File: config.mk
export PLATFORM = sky130hd
export DESIGN_NAME = shape_font_stroke_decoder_unit
export DESIGN_NICKNAME = d
export VERILOG_FILES = /design/src/rtl/sfsd_pkg.sv /design/src/rtl/sfsd_decode.sv /design/src/rtl/shape_font_stroke_decoder_unit.sv
export SDC_FILE = /design/constraint.sdc
export NUM_CORES = 1
export LEC_CHECK = 0
export CORE_AREA = 2 2 179 181
export CTS_CLUSTER_SIZE = 28
export DETAILED_ROUTE_END_ITERATION = 6
export DIE_AREA = 0 0 181 183
export DONT_BUFFER_PORTS = 1
export HOLD_SLACK_MARGIN = 0.02
export PLACE_DENSITY = 0.73
export SETUP_SLACK_MARGIN = 0.3
export SKIP_CTS_REPAIR_TIMING = 1
export SLEW_MARGIN = 20
export SYNTH_ARGS = -nofsm -noshare
export SYNTH_HDL_FRONTEND = slang
export SYNTH_HIERARCHICAL = 1
export SYNTH_SLANG_ARGS = --single-unit
File: constraint.sdc
create_clock -name clk -period 5.5 [get_ports clk]
set_input_delay 0.55 -clock clk [delete_from_list [all_inputs] [get_ports clk]]
set_output_delay 0.55 -clock clk [all_outputs]
set_load 0.05 [all_outputs]
File: src/rtl/sfsd_pkg.sv
`timescale 1ns / 1ps
// ----------------------------------------------------------------------------
// sfsd_pkg
// Shared types, command codes and direction tables of the stroke decoder.
// ----------------------------------------------------------------------------
package sfsd_pkg;

	localparam int unsigned COORD_W     = 16;
	localparam int unsigned CFG_DATA_W  = 16;
	localparam int unsigned CFG_IDX_W   = 2;
	localparam int unsigned STACK_DEPTH = 4;

	localparam logic [CFG_IDX_W-1:0] REG_ORIGIN_X = 2'd0;
	localparam logic [CFG_IDX_W-1:0] REG_ORIGIN_Y = 2'd1;

	localparam logic [COORD_W-1:0] ORIGIN_X_RST = 16'd200;
	localparam logic [COORD_W-1:0] ORIGIN_Y_RST = 16'd300;

	// command codes (low nibble of a byte whose high nibble is zero)
	localparam logic [3:0] CMD_END       = 4'd0;
	localparam logic [3:0] CMD_PEN_DOWN  = 4'd1;
	localparam logic [3:0] CMD_PEN_UP    = 4'd2;
	localparam logic [3:0] CMD_SCALE_DIV = 4'd3;
	localparam logic [3:0] CMD_SCALE_MUL = 4'd4;
	localparam logic [3:0] CMD_PUSH      = 4'd5;
	localparam logic [3:0] CMD_POP       = 4'd6;
	localparam logic [3:0] CMD_SUBSHAPE  = 4'd7;
	localparam logic [3:0] CMD_XY        = 4'd8;
	localparam logic [3:0] CMD_XY_SEQ    = 4'd9;
	localparam logic [3:0] CMD_OCT_ARC   = 4'd10;
	localparam logic [3:0] CMD_FRAC_ARC  = 4'd11;
	localparam logic [3:0] CMD_BULGE_ARC = 4'd12;
	localparam logic [3:0] CMD_BULGE_SEQ = 4'd13;
	localparam logic [3:0] CMD_SKIP      = 4'd14;
	localparam logic [3:0] CMD_NOP       = 4'd15;

	localparam logic [1:0] REP_NONE   = 2'd0;
	localparam logic [1:0] REP_PAIR   = 2'd1;
	localparam logic [1:0] REP_TRIPLE = 2'd2;

	localparam logic [2:0] OPS_ZERO  = 3'd0;
	localparam logic [2:0] OPS_ONE   = 3'd1;
	localparam logic [2:0] OPS_TWO   = 3'd2;
	localparam logic [2:0] OPS_THREE = 3'd3;
	localparam logic [2:0] OPS_FIVE  = 3'd5;

	localparam logic KIND_MOVE = 1'b0;
	localparam logic KIND_DRAW = 1'b1;

	typedef struct packed {
		logic [COORD_W-1:0] pos_x;
		logic [COORD_W-1:0] pos_y;
		logic               pen_down;
		logic [3:0]         pend_cmd;
		logic [2:0]         ops_left;
		logic [15:0]        hold;
		logic [1:0]         rep_mode;
		logic               skip;
		logic               ended;
	} sfsd_state_t;

	typedef struct packed {
		logic               valid;
		logic               kind;
		logic [COORD_W-1:0] x;
		logic [COORD_W-1:0] y;
	} sfsd_result_t;

	function automatic sfsd_state_t clear_state(input logic [COORD_W-1:0] ox,
		input logic [COORD_W-1:0] oy);
		sfsd_state_t s;
		s       = '0;
		s.pos_x = ox;
		s.pos_y = oy;
		return s;
	endfunction

	// half-unit step of each of the sixteen vector directions
	function automatic logic signed [2:0] dir_dx(input logic [3:0] d);
		logic signed [2:0] v;
		case (d)
			4'd0, 4'd1, 4'd2, 4'd14, 4'd15: v = 3'sd2;
			4'd3, 4'd13:                    v = 3'sd1;
			4'd4, 4'd12:                    v = 3'sd0;
			4'd5, 4'd11:                    v = -3'sd1;
			default:                        v = -3'sd2;
		endcase
		return v;
	endfunction

	function automatic logic signed [2:0] dir_dy(input logic [3:0] d);
		logic signed [2:0] v;
		case (d)
			4'd2, 4'd3, 4'd4, 4'd5, 4'd6:     v = 3'sd2;
			4'd1, 4'd7:                       v = 3'sd1;
			4'd0, 4'd8:                       v = 3'sd0;
			4'd9, 4'd15:                      v = -3'sd1;
			default:                          v = -3'sd2;
		endcase
		return v;
	endfunction

endpackage

File: src/rtl/sfsd_decode.sv
`timescale 1ns / 1ps
// ----------------------------------------------------------------------------
// sfsd_decode
// Next-state and stroke logic for one definition byte.
// ----------------------------------------------------------------------------
module sfsd_decode #(
	parameter int unsigned STACK_DEPTH = sfsd_pkg::STACK_DEPTH,
	parameter int unsigned CNT_W       = $clog2(STACK_DEPTH + 1)
) (
	input  sfsd_pkg::sfsd_state_t           state_q,
	input  logic [CNT_W-1:0]                stack_count_q,
	input  logic [7:0]                      shape_byte,
	input  logic                            last_byte,
	input  logic [sfsd_pkg::COORD_W-1:0]    origin_x,
	input  logic [sfsd_pkg::COORD_W-1:0]    origin_y,
	input  logic [2*sfsd_pkg::COORD_W-1:0]  pop_data,
	output sfsd_pkg::sfsd_state_t           state_n,
	output logic [CNT_W-1:0]                stack_count_n,
	output logic                            push_en,
	output sfsd_pkg::sfsd_result_t          result
);

	logic signed [2:0]  ddx;
	logic signed [2:0]  ddy;
	logic signed [4:0]  len_s;
	logic signed [7:0]  vec_dx;
	logic signed [7:0]  vec_dy;
	logic [15:0]        hold_sh;
	logic [2:0]         left_dec;

	assign ddx      = sfsd_pkg::dir_dx(shape_byte[3:0]);
	assign ddy      = sfsd_pkg::dir_dy(shape_byte[3:0]);
	assign len_s    = {1'b0, shape_byte[7:4]};
	assign vec_dx   = ddx * len_s;
	assign vec_dy   = ddy * len_s;
	assign hold_sh  = {state_q.hold[7:0], shape_byte};
	assign left_dec = state_q.ops_left - 3'd1;

	always_comb begin
		sfsd_pkg::sfsd_state_t nx;
		logic        do_vec;
		logic        res_v;
		logic        res_kind;
		logic [8:0]  vdx;
		logic [8:0]  vdy;
		logic        skip;

		nx            = state_q;
		stack_count_n = stack_count_q;
		push_en       = 1'b0;
		do_vec        = 1'b0;
		res_v         = 1'b0;
		res_kind      = sfsd_pkg::KIND_MOVE;
		vdx           = {hold_sh[15:8], 1'b0};
		vdy           = {hold_sh[7:0], 1'b0};
		skip          = state_q.skip;

		if (!state_q.ended) begin
			if (state_q.ops_left != sfsd_pkg::OPS_ZERO) begin
				// operand byte
				nx.hold     = hold_sh;
				nx.ops_left = left_dec;
				if (state_q.rep_mode == sfsd_pkg::REP_TRIPLE && left_dec == sfsd_pkg::OPS_ONE
						&& hold_sh == 16'd0) begin
					// zero pair ends a bulge series
					nx.rep_mode = sfsd_pkg::REP_NONE;
					nx.ops_left = sfsd_pkg::OPS_ZERO;
					nx.skip     = 1'b0;
				end else if (left_dec != sfsd_pkg::OPS_ZERO) begin
					nx.skip = skip;
				end else if (state_q.rep_mode == sfsd_pkg::REP_PAIR) begin
					if (hold_sh == 16'd0) begin
						nx.rep_mode = sfsd_pkg::REP_NONE;
						nx.skip     = 1'b0;
					end else begin
						do_vec      = !skip;
						nx.ops_left = sfsd_pkg::OPS_TWO;
						nx.hold     = '0;
					end
				end else if (state_q.rep_mode == sfsd_pkg::REP_TRIPLE) begin
					nx.ops_left = sfsd_pkg::OPS_THREE;
					nx.hold     = '0;
				end else begin
					do_vec      = (state_q.pend_cmd == sfsd_pkg::CMD_XY) && !skip;
					nx.pend_cmd = sfsd_pkg::CMD_END;
					nx.skip     = 1'b0;
				end
			end else begin
				// command byte
				nx.skip = 1'b0;
				if (shape_byte[7:4] != 4'd0) begin
					do_vec = !skip;
					vdx    = {vec_dx[7], vec_dx};
					vdy    = {vec_dy[7], vec_dy};
				end else begin
					case (shape_byte[3:0])
						sfsd_pkg::CMD_END: begin
							nx.ended = 1'b1;
						end
						sfsd_pkg::CMD_PEN_DOWN: begin
							if (!skip) begin
								nx.pen_down = 1'b1;
								res_v       = 1'b1;
							end
						end
						sfsd_pkg::CMD_PEN_UP: begin
							if (!skip) begin
								nx.pen_down = 1'b0;
							end
						end
						sfsd_pkg::CMD_SCALE_DIV, sfsd_pkg::CMD_SCALE_MUL: begin
							nx.pend_cmd = shape_byte[3:0];
							nx.ops_left = sfsd_pkg::OPS_ONE;
							nx.hold     = '0;
							nx.skip     = skip;
						end
						sfsd_pkg::CMD_PUSH: begin
							if (!skip && stack_count_q < CNT_W'(STACK_DEPTH)) begin
								push_en       = 1'b1;
								stack_count_n = stack_count_q + 1'b1;
							end
						end
						sfsd_pkg::CMD_POP: begin
							if (!skip && stack_count_q != '0) begin
								stack_count_n = stack_count_q - 1'b1;
								nx.pos_x      = pop_data[2*sfsd_pkg::COORD_W-1:sfsd_pkg::COORD_W];
								nx.pos_y      = pop_data[sfsd_pkg::COORD_W-1:0];
								res_v         = state_q.pen_down;
							end
						end
						sfsd_pkg::CMD_XY, sfsd_pkg::CMD_XY_SEQ, sfsd_pkg::CMD_OCT_ARC: begin
							nx.pend_cmd = shape_byte[3:0];
							nx.ops_left = sfsd_pkg::OPS_TWO;
							nx.hold     = '0;
							nx.skip     = skip;
							if (shape_byte[3:0] == sfsd_pkg::CMD_XY_SEQ) begin
								nx.rep_mode = sfsd_pkg::REP_PAIR;
							end
						end
						sfsd_pkg::CMD_BULGE_SEQ, sfsd_pkg::CMD_BULGE_ARC: begin
							nx.pend_cmd = shape_byte[3:0];
							nx.ops_left = sfsd_pkg::OPS_THREE;
							nx.hold     = '0;
							nx.skip     = skip;
							if (shape_byte[3:0] == sfsd_pkg::CMD_BULGE_SEQ) begin
								nx.rep_mode = sfsd_pkg::REP_TRIPLE;
							end
						end
						sfsd_pkg::CMD_FRAC_ARC: begin
							nx.pend_cmd = shape_byte[3:0];
							nx.ops_left = sfsd_pkg::OPS_FIVE;
							nx.hold     = '0;
							nx.skip     = skip;
						end
						sfsd_pkg::CMD_SKIP: begin
							nx.skip = !skip;
						end
						default: begin
							// subshape and no-op codes do nothing
						end
					endcase
				end
			end
		end

		// shape y points up, screen y points down
		if (do_vec) begin
			nx.pos_x = state_q.pos_x + {{7{vdx[8]}}, vdx};
			nx.pos_y = state_q.pos_y - {{7{vdy[8]}}, vdy};
			res_v    = state_q.pen_down;
			res_kind = sfsd_pkg::KIND_DRAW;
		end

		result.valid = res_v;
		result.kind  = res_kind;
		result.x     = nx.pos_x;
		result.y     = nx.pos_y;

		if (last_byte) begin
			nx            = sfsd_pkg::clear_state(origin_x, origin_y);
			stack_count_n = '0;
		end

		state_n = nx;
	end

endmodule

File: src/rtl/shape_font_stroke_decoder_unit.sv
`timescale 1ns / 1ps
// ----------------------------------------------------------------------------
// shape_font_stroke_decoder_unit
// Turns a stream of vector glyph definition bytes into pen moves and lines.
// ----------------------------------------------------------------------------
// usage
//  shape channel: one definition byte per transfer (shape_byte, last_byte),
//    taken at a clock edge with shape_valid high and shape_stall low
//  stroke channel: at most one stroke per byte (stroke_kind, point_x, point_y),
//    taken at a clock edge with stroke_valid high and stroke_stall low
//  config port: cfg_wr_en with cfg_index 0 (origin_x) or 1 (origin_y) writes
//    the glyph start point; other indexes are dropped; write only when idle
//  output: a stroke is registered into the stroke register, or into the skid register while the receiver stalls
//  throughput: one byte per cycle while shape_stall is low; the decode is a single combinational pass
//    from the state registers back to themselves and to the output buffer
//  stall: a two-entry output buffer (stroke register plus skid register)
//    lets one stroke more through after the receiver stalls; shape_stall rises
//    only once the skid register holds a stroke
//  reset: origin returns to (200, 300), position to the origin, pen up,
//    stack empty, no stroke pending; after a last byte the same clear runs
//    with the programmed origin
// ----------------------------------------------------------------------------
module shape_font_stroke_decoder_unit #(
	parameter int unsigned STACK_DEPTH = sfsd_pkg::STACK_DEPTH
) (
	input  logic                                 clk,
	input  logic                                 arst_n,
	// shape byte channel
	input  logic                                 shape_valid,
	output logic                                 shape_stall,
	input  logic [7:0]                           shape_byte,
	input  logic                                 last_byte,
	// stroke channel
	output logic                                 stroke_valid,
	input  logic                                 stroke_stall,
	output logic                                 stroke_kind,
	output logic signed [sfsd_pkg::COORD_W-1:0]  point_x,
	output logic signed [sfsd_pkg::COORD_W-1:0]  point_y,
	// configuration
	input  logic                                 cfg_wr_en,
	input  logic [sfsd_pkg::CFG_IDX_W-1:0]       cfg_index,
	input  logic [sfsd_pkg::CFG_DATA_W-1:0]      cfg_data
);

	localparam int unsigned CNT_W = $clog2(STACK_DEPTH + 1);
	localparam int unsigned IDX_W = (STACK_DEPTH > 1) ? $clog2(STACK_DEPTH) : 1;

	// configuration registers
	logic [sfsd_pkg::COORD_W-1:0] origin_x_q;
	logic [sfsd_pkg::COORD_W-1:0] origin_y_q;

	// decoder state
	sfsd_pkg::sfsd_state_t        state_q;
	sfsd_pkg::sfsd_state_t        state_n;
	logic [CNT_W-1:0]             stack_count_q;
	logic [CNT_W-1:0]             stack_count_n;
	logic [CNT_W-1:0]             count_dec;
	logic                         push_en;
	sfsd_pkg::sfsd_result_t       result;

	// position stack, no reset: entries are read only after a push
	logic [2*sfsd_pkg::COORD_W-1:0] stack_mem [STACK_DEPTH];
	logic [2*sfsd_pkg::COORD_W-1:0] pop_data;

	// output buffer
	logic                         out_valid_q;
	logic                         out_kind_q;
	logic [sfsd_pkg::COORD_W-1:0] out_x_q;
	logic [sfsd_pkg::COORD_W-1:0] out_y_q;
	logic                         skid_valid_q;
	logic                         skid_kind_q;
	logic [sfsd_pkg::COORD_W-1:0] skid_x_q;
	logic [sfsd_pkg::COORD_W-1:0] skid_y_q;

	logic                         shape_xfer;
	logic                         out_free;
	logic                         new_stroke;

	assign shape_stall = skid_valid_q;
	assign shape_xfer  = shape_valid && !skid_valid_q;
	assign out_free    = !out_valid_q || !stroke_stall;
	assign new_stroke  = shape_xfer && result.valid;

	// config writes
	always_ff @(posedge clk or negedge arst_n) begin
		if (!arst_n) begin
			origin_x_q <= sfsd_pkg::ORIGIN_X_RST;
			origin_y_q <= sfsd_pkg::ORIGIN_Y_RST;
		end else if (cfg_wr_en) begin
			if (cfg_index == sfsd_pkg::REG_ORIGIN_X) begin
				origin_x_q <= cfg_data;
			end
			if (cfg_index == sfsd_pkg::REG_ORIGIN_Y) begin
				origin_y_q <= cfg_data;
			end
		end
	end

	// top of stack sits one below the fill count
	assign count_dec = stack_count_q - 1'b1;
	assign pop_data  = stack_mem[count_dec[IDX_W-1:0]];

	sfsd_decode #(
		.STACK_DEPTH (STACK_DEPTH),
		.CNT_W       (CNT_W)
	) u_decode (
		.state_q       (state_q),
		.stack_count_q (stack_count_q),
		.shape_byte    (shape_byte),
		.last_byte     (last_byte),
		.origin_x      (origin_x_q),
		.origin_y      (origin_y_q),
		.pop_data      (pop_data),
		.state_n       (state_n),
		.stack_count_n (stack_count_n),
		.push_en       (push_en),
		.result        (result)
	);

	// state advances once per byte transfer
	always_ff @(posedge clk or negedge arst_n) begin
		if (!arst_n) begin
			state_q       <= sfsd_pkg::clear_state(sfsd_pkg::ORIGIN_X_RST,
				sfsd_pkg::ORIGIN_Y_RST);
			stack_count_q <= '0;
		end else if (shape_xfer) begin
			state_q       <= state_n;
			stack_count_q <= stack_count_n;
		end
	end

	always_ff @(posedge clk) begin
		if (shape_xfer && push_en) begin
			stack_mem[stack_count_q[IDX_W-1:0]] <= {state_q.pos_x, state_q.pos_y};
		end
	end

	// output buffer control
	always_ff @(posedge clk or negedge arst_n) begin
		if (!arst_n) begin
			out_valid_q  <= 1'b0;
			skid_valid_q <= 1'b0;
		end else if (skid_valid_q) begin
			// no byte is taken while the skid register is full
			if (out_free) begin
				out_valid_q  <= 1'b1;
				skid_valid_q <= 1'b0;
			end
		end else if (out_free) begin
			out_valid_q <= new_stroke;
		end else if (new_stroke) begin
			skid_valid_q <= 1'b1;
		end
	end

	// output buffer payload
	always_ff @(posedge clk) begin
		if (skid_valid_q) begin
			if (out_free) begin
				out_kind_q <= skid_kind_q;
				out_x_q    <= skid_x_q;
				out_y_q    <= skid_y_q;
			end
		end else if (out_free) begin
			if (new_stroke) begin
				out_kind_q <= result.kind;
				out_x_q    <= result.x;
				out_y_q    <= result.y;
			end
		end else if (new_stroke) begin
			skid_kind_q <= result.kind;
			skid_x_q    <= result.x;
			skid_y_q    <= result.y;
		end
	end

	assign stroke_valid = out_valid_q;
	assign stroke_kind  = out_kind_q;
	assign point_x      = $signed(out_x_q);
	assign point_y      = $signed(out_y_q);

endmodule

==> results of run 1 <==
-- path summary, 6_finish.rpt --
| kind | start | end | slack [ns] | depth (start not counted) |
|---|---|---|---|---|
| max | shape_byte[3] | state_q[43] | 0.38 | 24 |
| min | stroke_stall | stroke_valid | 0.13 | 2 |
| max reg2reg | state_q[21] | state_q[43] | 0.59 | 18 |
| min reg2reg | origin_y_q[14] | origin_y_q[14] | 0.51 | 1 |
| max in group asynchronous | arst_n | state_q[50] | 4.44 | 2 |
| min in group asynchronous | arst_n | state_q[48] | 0.59 | 2 |
-- per-layer routing --
| metal | wire length [um] | share of wire [%] |
|---|---|---|
| met3 | 2390 | 6.7 |
| met1 | 15100 | 43 |
| met5 | 13 | 0.037 |
| met2 | 17100 | 48 |
| met4 | 938 | 2.6 |
-- state kept, by name (all words and copies together) (netlist names) --
| name | cells |
|---|---|
| stack_mem | 128 |
| skid_y_q | 16 |
| stroke_kind | 1 |
| stack_count_q | 3 |
| skid_x_q | 16 |
| state_q | 52 |
| origin_y_q | 16 |
| stroke_valid | 1 |
| shape_stall | 1 |
| point_x | 16 |
| skid_kind_q | 1 |
| point_y | 16 |
| origin_x_q | 16 |
-- layout make-up --
class	count	area, um2
clock inverter	21	312
antenna	1	2.50
multi-input combinational	748	6820
tap	402	503
timing repair buffer	72	563
clock buffer	35	801
sequential	283	8070
inverter	31	121
fill	2526	14000
-- metrics by stage --
stage | setup WS (ns) | utilization (%) | TNS (ns)
after global placement | -0.117 | 50.8 | -0.201
after global routing | 0.208 | 55.1 | 0
final | 0.375 | 55.1 | 0
after detailed placement | -0.252 | 50.8 | -1.10
after CTS | 0.270 | 54.3 | 0
after floorplan | -0.158 | - | -0.306
-- power groups by stage --
stage	registers [mW]	logic, mW	clock network (mW)
final	3.20	4.29	2.25
after global routing	3.24	4.68	2.38
after CTS	3.19	4.07	2.28
after detailed placement	3.23	4.04	0
after global placement	3.21	3.94	0
after floorplan	3.09	2.98	0
==> metrics.yaml, run 1 <==
run_status: "completed"
synth_area_per_cell_um2: 13.3
fin_area_um2: 17200
slew_violations: 0
cp_top_family: "compound AO/OA/AOI/OAI gates"
cp_max_fo: 17
use_met2_pct: 35.5
groute.usage.overall_pct: 21.4
root_buffer: "clkbuf_16"
grt_antenna_before_repair: 2
crit_chain: "a211oi_4 -> a31oi_4 -> buf_4 -> and2_1 -> fa_1 -> ha_4 -> ha_4 -> fa_2 -> a21o_1 -> a21oi_2 -> xnor2_2 -> o21ai_2 -> inv_2 -> ha_4 -> and3_4 -> a221oi_2 -> nor2b_1 -> a31o_2 -> a41o_1 -> mux2i_2 -> o31a_1 -> o211a_1 -> mux2_4 -> mux2_4"
cp_data_arrival_time_ns: 5.56
worst_path_largest_cell_delay_ns: 0.52
cts_htree_levels: 1
gr-max-usage-layer: "met2"
p_int_mw: 6.34
finalNetCount: 1268
dr_total_vias: 9498
chipWidth_um: 181
slew-limit-headroom_pct: 25.7
hold_class: "input pin to flop"
path_class: "input pin to flop"
crit_top_cell: "ha_4"
fin_crit_sh_pct: 93.2
portBuffers: 0
start_util_pct: 48.0
drt-total-wl_um: 35600
setup_violations: 0
p_leak_nw: 6.74
place_inst: 1529
switching_share_pct: 34.9
p_switching_mw: 3.40
final_common_cell: "edfxtp_1"
syn_area_um2: 15000
critPathRequiredTime_ns: 5.94
cts_tree: "built"
grt_util_met3_pct: 3.65
period_needed_ns: 5.12
syn_inst: 1123
drt-initial-drc-count: 699
grt_max_degree: 90
core-area_um2: 31200
layout_common_cells: "edfxtp_1, mux2_2, nand2_1"
rows: 65
viasPerCell: 5.96
hold_viol: 0
tightest_slew_ns: 1.11
use_met1_pct: 28.9
clockPowerShare_pct: 23.1
grt_pass1_wl_um: 55300
dp_hpwl_um: 22700
ant_nets: 0
synthesis.nets: 1225
die-area_um2: 33100
maxCapViolCount: 0
cts_buffers: 30
wl_per_cell_um: 22.3
area_growth_pct: 14.8
fmax_mhz: 195
clock_path_buffers: 3
skew_ns: 0.0172
placed_area_um2: 15900
crit_buf_inv: 2
crit_path_start_kind: "input pin"
power_density_nw_per_um2: 567
route.detailed.drc: 0
end_kind: "flop"
dr.pass1.iters: 5
rsz0062_at_grt: "true"
instances_no_fill: 1593
grt_overflow: 0
clock_sinks: 283
die_y_um: 183
pwr-share-seq_pct: 32.8
finalPower_mw: 9.74
clkSlewWorstSetupHoldPaths_ns: 0.07
drive_above_1_share_pct: 33.5
gp_congestion: 0.888
critPathSlowestCell: "fa_1"
io_pins: 67
clock_latency_ns: 0.56
pwr-share-comb_pct: 44.0
hold_ws_ns: 0.134
first_global_vias: 9694
yosysWarnings: 6
peakVddDrop_uv: 340
Power figures use the tool's default switching activity.
==> run 2: changes to the inputs <==
Settings changed: RECOVER_POWER set to 50.
==> metrics.yaml, run 2 (same netlist as run 1, synthesis figures left out) <==
switching_share_pct: 35.0  # +0.076 points
hold_viol: 0  # unchanged
area_growth_pct: 14.5
clock_path_buffers: 3  # unchanged
critPathRequiredTime_ns: 5.93  # about the same
dr.pass1.iters: 5  # unchanged
route.detailed.drc: 0  # unchanged
drive_above_1_share_pct: 32.6  # -0.92 points
pwr-share-seq_pct: 32.8  # about the same
violations: "max-capacitance violations, max-slew violations"
crit_path_start_kind: "input pin"
cts_buffers: 30  # unchanged
start_util_pct: 48.0  # unchanged
groute.usage.overall_pct: 21.4  # unchanged
finalPower_mw: 9.74  # about the same
p_switching_mw: 3.41  # +0.17%
cp_data_arrival_time_ns: 5.56  # about the same
root_buffer: "clkbuf_16"
cts_tree: "built"
gr-max-usage-layer: "met2"
p_leak_nw: 6.71  # -0.40%
slew_violations: 170  # +170
dp_hpwl_um: 22700  # unchanged
grt_overflow: 0  # unchanged
clock_sinks: 283  # unchanged
r2r_setup_slack_ns: 0.58  # about the same
grt_antenna_before_repair: 2  # unchanged
hold_ws_ns: 0.133  # -0.000937 ns
clock_latency_ns: 0.56  # about the same
die-area_um2: 33100  # unchanged
final_common_cell: "edfxtp_1"
end_kind: "flop"
pwr-share-comb_pct: 44.1  # about the same
die_y_um: 183  # unchanged
drt-total-wl_um: 35600  # +0.16%
gp_congestion: 0.888  # unchanged
grt_util_met3_pct: 3.65  # unchanged
first_global_vias: 9694  # unchanged
grt_pass1_wl_um: 55300  # unchanged
finalWorstSetupSlack_ns: 0.377  # +0.00190 ns
core-area_um2: 31200  # unchanged
final.setup.tns_ns: 0  # unchanged
fin_crit_sh_pct: 93.1  # about the same
tightest_slew_ns: 3.22  # +2.11 ns
preCtsSetupSlack_ns: -0.252  # unchanged
final_util_pct: 54.9  # -0.15 points
skew_ns: 0.0194  # +0.00222 ns
largest_reg_flops: 128  # unchanged
use_met1_pct: 28.9  # unchanged
place_inst: 1529  # unchanged
slew-limit-headroom_pct: -115  # -140 points
cp_max_fo: 17  # unchanged
chipWidth_um: 181  # unchanged
io_pins: 67  # unchanged
portBuffers: 0  # unchanged
ant_nets: 0  # unchanged
layout_common_cells: "edfxtp_1, mux2_2, nand2_1"
maxCapViolCount: 4  # +4
grt_max_degree: 90  # unchanged
viasPerCell: 5.99  # +0.42%
setup_violations: 0  # unchanged
rsz0062_at_grt: "true"
instances_no_fill: 1593  # unchanged
fin_area_um2: 17200  # -0.28%
clkSlewWorstSetupHoldPaths_ns: 0.06  # about the same
path_class: "input pin to flop"
finalNetCount: 1268  # unchanged
use_met2_pct: 35.5  # unchanged
clockPowerShare_pct: 23.2  # about the same
rows: 65  # unchanged
cts_htree_levels: 1  # unchanged
hold_class: "input pin to flop"
period_needed_ns: 5.12  # -0.00190 ns
p_int_mw: 6.33  # -0.17%
power_density_nw_per_um2: 568  # +0.23%
wl_per_cell_um: 22.4  # +0.16%
run_status: "finished with violations"
fmax_mhz: 195  # about the same
drt-initial-drc-count: 676  # -3.3%
peakVddDrop_uv: 341  # +0.50%
dr_total_vias: 9538  # +0.42%
placed_area_um2: 15900  # unchanged
==> run 2: power groups by stage <==
| stage | Sequential (mW) | Clock, mW | Combinational, mW |
|---|---|---|---|
| final | 3.19 | 2.25 | 4.29 |
| after floorplan | 3.09 | 0 | 2.98 |
| after detailed placement | 3.23 | 0 | 4.04 |
| after CTS | 3.19 | 2.28 | 4.07 |
| after global routing | 3.23 | 2.38 | 4.68 |
| after global placement | 3.21 | 0 | 3.94 |
==> run 2: area by class of cell <==
cell class	count	area, um2
Fill cell	2530	14100
Sequential cell	283	8070
Multi-Input combinational cell	748	6800
Clock buffer	35	801
Timing Repair Buffer	72	538
Tap cell	402	503
Clock inverter	21	312
Inverter	31	121
Antenna cell	1	2.50
==> run 2: worst paths after layout <==
kind                                start  depth (start not counted)             end
min in group asynchronous          arst_n                          2     state_q[48]
min                          stroke_stall                          2    stroke_valid
max reg2reg                   state_q[20]                         18     state_q[43]
min reg2reg                origin_y_q[14]                          1  origin_y_q[14]
max                         shape_byte[3]                         24     state_q[43]
max in group asynchronous          arst_n                          2     shape_stall
==> run 2: metal layers <==
metal / wire length [um] / vias up
li1: - / 4294
met1: 15400 / 4867
met2: 17000 / 310
met3: 2130 / 65
met4: 992 / 2
met5: 13 / -
==> run 2: critical path, stage by stage <==
cell	delay, ns
a211oi_4	0.25
a31oi_4	0.06
buf_4	0.15
and2_1	0.15
fa_1	0.52
ha_4	0.22
ha_4	0.16
fa_2	0.35
a21o_1	0.18
a21oi_2	0.17
xnor2_2	0.10
o21ai_2	0.17
inv_2	0.11
ha_4	0.25
and3_4	0.18
a221oi_2	0.26
nor2b_1	0.07
a31o_2	0.23
a41o_1	0.24
mux2i_2	0.17
o31a_1	0.25
o211a_1	0.23
mux2_4	0.26
mux2_4	0.26
